--- config.mk ---
export PLATFORM = sky130hd
export DESIGN_NAME = bucket_sort_engine_core
export DESIGN_NICKNAME = d
export VERILOG_FILES = /design/src/rtl/bse_pkg.sv /design/src/rtl/bse_front.sv /design/src/rtl/bse_queue.sv /design/src/rtl/bse_back.sv /design/src/rtl/bucket_sort_engine_core.sv
export SDC_FILE = /design/constraint.sdc
export NUM_CORES = 2
export LEC_CHECK = 0
export BUFFER_PORTS_ARGS = -buffer_cell sky130_fd_sc_hd__clkbuf_2
export CORE_UTILIZATION = 45
export CTS_CLUSTER_DIAMETER = 150
export DETAILED_ROUTE_END_ITERATION = 16
export MAX_ROUTING_LAYER = met4
export SYNTH_ARGS = -nofsm -noshare
export SYNTH_HDL_FRONTEND = slang
export SYNTH_SLANG_ARGS = --single-unit
export TNS_END_PERCENT = 20
--- constraint.sdc ---
create_clock -name clk -period 11 [get_ports clk]
set_input_delay 3.3 -clock clk [delete_from_list [all_inputs] [get_ports clk]]
set_output_delay 3.3 -clock clk [all_outputs]
set_load 0.005 [all_outputs]
--- src/rtl/bse_pkg.sv ---
package bse_pkg;

  localparam int SampleWidth = 16;
  localparam int QueueDepth  = 4;

  typedef struct packed {
    logic signed [SampleWidth-1:0] sample;
    logic                          final_item;
  } in_item_t;

  typedef struct packed {
    logic signed [SampleWidth-1:0] sorted_value;
    logic                          end_of_run;
    logic                          overflowed;
  } out_item_t;

  // One classified item as it travels from the front to the back.
  typedef struct packed {
    logic signed [SampleWidth-1:0] sample;
    logic                          final_item;
    logic                          keep;
    logic                          overflowed;
  } entry_t;

endpackage

--- src/rtl/bse_front.sv ---
module bse_front #(
  parameter int CAPACITY = 32
) (
  input  logic             clk,
  input  logic             rst,
  input  logic             in_valid,
  output logic             in_ready,
  input  bse_pkg::in_item_t in_data,
  input  logic             q_full,
  output logic             q_push,
  output bse_pkg::entry_t  q_data
);
  import bse_pkg::*;

  localparam int CW = $clog2(CAPACITY + 1);

  logic [CW-1:0] count;
  logic          drop;
  logic          room;

  assign room     = count < CW'(CAPACITY);
  assign in_ready = !q_full;
  assign q_push   = in_valid && !q_full;

  always_comb begin
    q_data.sample     = in_data.sample;
    q_data.final_item = in_data.final_item;
    q_data.keep       = room;
    q_data.overflowed = drop || !room;
  end

  always_ff @(posedge clk) begin
    if (rst) begin
      count <= '0;
      drop  <= 1'b0;
    end else if (q_push) begin
      if (in_data.final_item) begin
        count <= '0;
        drop  <= 1'b0;
      end else if (room) begin
        count <= count + CW'(1);
      end else begin
        drop <= 1'b1;
      end
    end
  end

endmodule

--- src/rtl/bse_queue.sv ---
module bse_queue (
  input  logic            clk,
  input  logic            rst,
  input  logic            push,
  input  bse_pkg::entry_t push_data,
  output logic            full,
  input  logic            pop,
  output logic            not_empty,
  output bse_pkg::entry_t pop_data
);
  import bse_pkg::*;

  localparam int PW = $clog2(QueueDepth);

  entry_t        slots [QueueDepth];
  logic [PW-1:0] wr_ptr;
  logic [PW-1:0] rd_ptr;
  logic [PW:0]   used;
  logic          do_push;
  logic          do_pop;

  assign full      = used == (PW+1)'(QueueDepth);
  assign not_empty = used != '0;
  assign pop_data  = slots[rd_ptr];
  assign do_push   = push && !full;
  assign do_pop    = pop && not_empty;

  always_ff @(posedge clk) begin
    if (do_push) begin
      slots[wr_ptr] <= push_data;
    end
  end

  always_ff @(posedge clk) begin
    if (rst) begin
      wr_ptr <= '0;
      rd_ptr <= '0;
      used   <= '0;
    end else begin
      if (do_push) begin
        wr_ptr <= wr_ptr + PW'(1);
      end
      if (do_pop) begin
        rd_ptr <= rd_ptr + PW'(1);
      end
      if (do_push && !do_pop) begin
        used <= used + (PW+1)'(1);
      end else if (do_pop && !do_push) begin
        used <= used - (PW+1)'(1);
      end
    end
  end

endmodule

--- src/rtl/bse_back.sv ---
module bse_back #(
  parameter int CAPACITY = 32
) (
  input  logic              clk,
  input  logic              rst,
  input  logic              q_not_empty,
  output logic              q_pop,
  input  bse_pkg::entry_t   q_data,
  output logic              out_valid,
  input  logic              out_ready,
  output bse_pkg::out_item_t out_data
);
  import bse_pkg::*;

  localparam int CW = $clog2(CAPACITY + 1);
  localparam int IW = (CAPACITY > 1) ? $clog2(CAPACITY) : 1;

  logic signed [SampleWidth-1:0] row      [CAPACITY];
  logic signed [SampleWidth-1:0] row_next [CAPACITY];
  logic [CAPACITY-1:0]           stay;
  logic [CW-1:0]                 count;
  logic [CW-1:0]                 idx;
  logic                          emitting;
  logic                          ovf;
  logic                          take;
  logic                          emit;
  logic                          is_last;

  // Every bucket index is monotonic in the value, so ordering by bucket and
  // then by value is plain ascending order; the row keeps that order as it
  // fills, one insertion per cycle while it is not emitting.
  always_comb begin
    for (int i = 0; i < CAPACITY; i++) begin
      stay[i] = (CW'(i) < count) && (row[i] <= q_data.sample);
    end
    for (int i = 0; i < CAPACITY; i++) begin
      if (stay[i]) begin
        row_next[i] = row[i];
      end else if (i == 0) begin
        row_next[i] = q_data.sample;
      end else if (stay[(i > 0) ? i - 1 : 0]) begin
        row_next[i] = q_data.sample;
      end else begin
        row_next[i] = row[(i > 0) ? i - 1 : 0];
      end
    end
  end

  assign q_pop   = q_not_empty && !emitting;
  assign take    = q_pop;
  assign emit    = emitting && (!out_valid || out_ready);
  assign is_last = idx == count - CW'(1);

  always_ff @(posedge clk) begin
    if (take && q_data.keep) begin
      for (int i = 0; i < CAPACITY; i++) begin
        row[i] <= row_next[i];
      end
    end
    if (emit) begin
      out_data.sorted_value <= row[idx[IW-1:0]];
      out_data.end_of_run   <= is_last;
      out_data.overflowed   <= ovf;
    end
  end

  always_ff @(posedge clk) begin
    if (rst) begin
      count     <= '0;
      idx       <= '0;
      emitting  <= 1'b0;
      ovf       <= 1'b0;
      out_valid <= 1'b0;
    end else begin
      if (emit) begin
        out_valid <= 1'b1;
      end else if (out_ready) begin
        out_valid <= 1'b0;
      end
      if (take) begin
        if (q_data.keep) begin
          count <= count + CW'(1);
        end
        if (q_data.final_item) begin
          emitting <= 1'b1;
          idx      <= '0;
          ovf      <= q_data.overflowed;
        end
      end else if (emit) begin
        if (is_last) begin
          emitting <= 1'b0;
          count    <= '0;
        end else begin
          idx <= idx + CW'(1);
        end
      end
    end
  end

endmodule

--- src/rtl/bucket_sort_engine_core.sv ---
// Channel | Signals                          | Moves
// input   | in_valid, in_ready, in_data      | one sample per transaction
// output  | out_valid, out_ready, out_data   | one sorted value per transaction
//
// Samples are taken one per cycle while the four-entry queue is not full; the back end
// inserts one per cycle into a sorted register row while it is not emitting, so loading
// runs at one item a cycle. After the final item the back end emits n values at one per
// cycle, during which it takes nothing from the queue; the front keeps filling the queue.
// Reset (rst, synchronous) empties the queue and the row; no clearing pass.
// Out_ready low holds the output register and stalls emission.
module bucket_sort_engine_core #(
  parameter int CAPACITY = 32
) (
  input  logic               clk,
  input  logic               rst,
  input  logic               in_valid,
  output logic               in_ready,
  input  bse_pkg::in_item_t  in_data,
  output logic               out_valid,
  input  logic               out_ready,
  output bse_pkg::out_item_t out_data
);
  import bse_pkg::*;

  logic   q_full;
  logic   q_push;
  logic   q_pop;
  logic   q_not_empty;
  entry_t q_in;
  entry_t q_out;

  bse_front #(.CAPACITY(CAPACITY)) u_front (
    .clk      (clk),
    .rst      (rst),
    .in_valid (in_valid),
    .in_ready (in_ready),
    .in_data  (in_data),
    .q_full   (q_full),
    .q_push   (q_push),
    .q_data   (q_in)
  );

  bse_queue u_queue (
    .clk       (clk),
    .rst       (rst),
    .push      (q_push),
    .push_data (q_in),
    .full      (q_full),
    .pop       (q_pop),
    .not_empty (q_not_empty),
    .pop_data  (q_out)
  );

  bse_back #(.CAPACITY(CAPACITY)) u_back (
    .clk         (clk),
    .rst         (rst),
    .q_not_empty (q_not_empty),
    .q_pop       (q_pop),
    .q_data      (q_out),
    .out_valid   (out_valid),
    .out_ready   (out_ready),
    .out_data    (out_data)
  );

endmodule

==> impl_metrics.csv <==
group,metric,value,unit
sta,finalHoldViolCount,0,
clock_tree,root_buffer,"clkbuf_16",
critical_path,r2r_cells,10,
logic_synthesis,syn-num-nets,3655,
drt,vias,29510,
drt,firstDrtPassIters,6,
place,place_congestion,0.9772,
clock_tree,holdBufCountCts,0,
logic_synthesis,ys_types,79,
cells_and_area,stdcell_area,0.04662,sq mm
critical_path,critPathLaunchType,"flop",
logic_synthesis,synth-simple-area-share,6.525,%
sta,timing.setup.tns,0,ns
logic_synthesis,ys_ff_latch,637,
place,place_area,0.04397,sq mm
drt,via_per_inst,6.602,
floorplanning,core,0.09319,sq mm
cells_and_area,final_layout_size_suffix_gt1_share,30.74,%
clock_tree,clkTransAtPathRegs,0.06,ns
logic_synthesis,synthXorXnorAreaFrac,0.3728,%
run_status,status,"finished clean",
logic_synthesis,synth_commonest_cells,"edfxtp_1 (606), ha_1 (522), mux2_2 (499)",
critical_path,arrival,6.68,ns
global_route,grt_pass1_wl,201800,microns
drt,initialDrtViolationCount,3156,
clock_tree,cts_made_buffers,76,
logic_synthesis,synth_fa_ha_area_share,15.49,%
critical_path,end_kind,"flop",
floorplanning,die_width,308.5,microns
logic_synthesis,synth_flop_cell,"edfxtp_1",
cells_and_area,fill_cells,7867,
floorplanning,dieArea,0.09519,sq mm
clock_tree,cts_tree,"yes",
global_route,grt_overflow_total,0,
place,dp_hpwl,96330,microns
flow_run,cap_violations,0,
clock_tree,clock_path_buffers,3,
global_route,grt_max_degree,101,
pwr,power_density,361.7,mW/mm^2
sta,rsz0062_at_grt,"false",
clock_tree,h-tree-depth,3,
logic_synthesis,synth.most_common_cell,"edfxtp_1",
drt,ant_nets,0,
floorplanning,pin_count,41,
cells_and_area,nNetsFinal,3695,
logic_synthesis,synth_top_area_share,43.04,%
cells_and_area,syn_to_final_growth,10.25,%
logic_synthesis,syn_area_per_cell,13.59,sq um
sta,worstMarginPinSlew,1.214,ns
global_route,antenna_found_initial,8,
logic_synthesis,yosysWarnings,0,
logic_synthesis,synth.top_cells.by_area,"edfxtp_1 (43%), ha_1 (15%), mux2_2 (13%)",
critical_path,crit_required,11.28,ns
global_route,grt_pass1_vias,29730,
clock_tree,clock_sinks,637,
drt,post-route-drc-count,0,
logic_synthesis,synthMuxAreaShare,23.54,%
sta,skew,0.02623,ns
sta,period_share,58.19,%
pwr,vdd_drop_max,0.1644,mV
cells_and_area,post-route-util,50.02,%
sta,finalCriticalPeriod,6.400,ns
critical_path,cp_max_fo,33,
hold_path,whs_path_depth,0,
pwr,power,16860,uW
logic_synthesis,synth_top_family_by_area,"multiplexers",
logic_synthesis,syn_area,0.04228,sq mm
pwr,p_leak,0.01725,uW
logic_synthesis,synth_compound_area_share,7.288,%
drt,drt_wl_total,138100,microns
drt,wl_per_cell,30.90,microns
critical_path,timing.rr.end,"u_back.row[16][4]$_DFFE_PP_",
sta,relSlewSlack,19.08,%
floorplanning,rows,112,
critical_path,critical_path_class,"flop to flop",
sta,maxSlewViolCount,0,
sta,fmaxAchievable,0.1562,GHz
logic_synthesis,async_reset_ff_share,0,%
place,port_buffers,40,
logic_synthesis,synth_cells,3111,
logic_synthesis,synth-seq-area-share,44.50,%
logic_synthesis,synth-edff-count,606,
clock_tree,cts-resized-gates,0,
sta,setup_viol,0,
hold_path,holdCritPathClass,"flop to flop",
floorplanning,floorplan.initialDensity,45.37,%
critical_path,reg2reg_slack,4.60,ns
floorplanning,die_h,308.5,microns
clock_tree,insertion_delay,0.67,ns
logic_synthesis,yosysTopAreaCell,"edfxtp_1",
clock_tree,postCtsSetupBuffers,0,
critical_path,cp-endpoint,"u_back.row[16][4]$_DFFE_PP_",
global_route,track_usage,30.09,%
cell usage in the layout (no fill, tap or decap), drive strengths merged, types with 12 or more instances in the layout:
cell type / Yosys / routed
a31oi: 14 / 14
mux2: 513 / 513
buf: 63 / 69
inv: 80 / 83
nand2: 114 / 114
ha: 522 / 522
nor3: 33 / 33
mux4: 179 / 179
nand2b: 17 / 17
a211oi: 24 / 24
nand4: 97 / 97
clkinv: 1 / 34
edfxtp: 606 / 606
bufinv: 0 / 13
a2111oi: 12 / 12
dfxtp: 31 / 31
or2: 14 / 14
nor4: 22 / 22
a21o: 54 / 54
a21oi: 204 / 204
nor2: 91 / 91
clkbuf: 84 / 124
nand3: 26 / 26
o211ai: 15 / 15
o21ai: 79 / 79
nor2b: 51 / 51
routing by layer:
metal	track usage, %	wire [microns]	vias up
li1	-	-	12590
met1	40.94	58850	15200
met2	43.20	59650	1448
met3	6.008	13040	264
met4	13.79	6556	0
met5	-	0	-
registers in the layout, indices dropped and copies added, names as in the netlist, named ones only:
name / cells
u_queue.used: 3
u_back.out_data: 18
u_back.count: 6
u_queue.wr_ptr: 2
u_back.emitting: 1
u_back.out_valid: 1
u_queue.slots: 76
u_queue.rd_ptr: 2
u_back.idx: 6
u_back.row: 512
u_front.count: 6
u_back.ovf: 1
u_front.drop: 1
how the worst min path moves through the flow:
stage / startpoint / end / slack, ns
floorplan: u_back.ovf$_SDFFE_PP0P_ / u_back.out_data[0]$_DFFE_PP_ / 0.41
global placement: u_back.ovf$_SDFFE_PP0P_ / u_back.out_data[0]$_DFFE_PP_ / 0.42
detailed placement: u_back.ovf$_SDFFE_PP0P_ / u_back.out_data[0]$_DFFE_PP_ / 0.43
CTS: u_back.ovf$_SDFFE_PP0P_ / u_back.out_data[0]$_DFFE_PP_ / 0.43
global route: u_back.ovf$_SDFFE_PP0P_ / u_back.out_data[0]$_DFFE_PP_ / 0.45
finish: u_back.ovf$_SDFFE_PP0P_ / u_back.out_data[0]$_DFFE_PP_ / 0.44
cell families (layout without fill, tap and decap cells):
| kind of cell | count (synthesis) | in the layout |
|---|---|---|
| flip-flops | 637 | 637 |
| AO/OA/AOI/OAI | 478 | 478 |
| multiplexers | 703 | 703 |
| buffers and inverters | 228 | 331 |
| other | 0 | 1 |
| XOR/XNOR | 18 | 18 |
| AND/OR/NAND/NOR | 524 | 524 |
| adder cells (fa/ha/maj) | 523 | 523 |
power by group:
group | switching [uW] | total [uW] | internal, uW
Clock | 1130 | 2720 | 1590
Combinational | 4960 | 8380 | 3420
Sequential | 1270 | 5760 | 4490
per-stage QoR:
stage	hold WS [ns]	worst slack, ns	cells
3_5_place_dp	0.4282	4.356	4327
3_3_place_gp	0.4200	4.554	4327
5_1_grt	0.4502	4.329	4468
4_1_cts	0.4343	4.336	4468
6_report	0.4351	4.600	4469
2_1_floorplan	0.4076	5.585	3111
final cells by class:
| type | instances | area (sq um) | area share [%] |
|---|---|---|---|
| multi-input cells | 2246 | 22540 | 48.36 |
| flip-flops and latches | 637 | 18830 | 40.39 |
| clock buffers | 84 | 1932 | 4.144 |
| well taps | 1254 | 1569 | 3.366 |
| repair buffers | 109 | 730.7 | 1.567 |
| clock inverters | 57 | 706.9 | 1.516 |
| inverters | 81 | 304.0 | 0.6522 |
| diodes | 1 | 2.502 | 0.005368 |
critical path, stage by stage, from the launching register on:
cell,delay [ns]
dfxtp_1,0.93
mux4_2,1.04
inv_2,0.55
buf_4,0.39
ha_1,0.35
nand4_1,0.13
nor3_1,0.07
a2111oi_0,0.68
mux2i_1,0.20
o21ai_2,0.82
nor2b_2,0.82
Note: power is estimated with default switching activity, not from simulation.
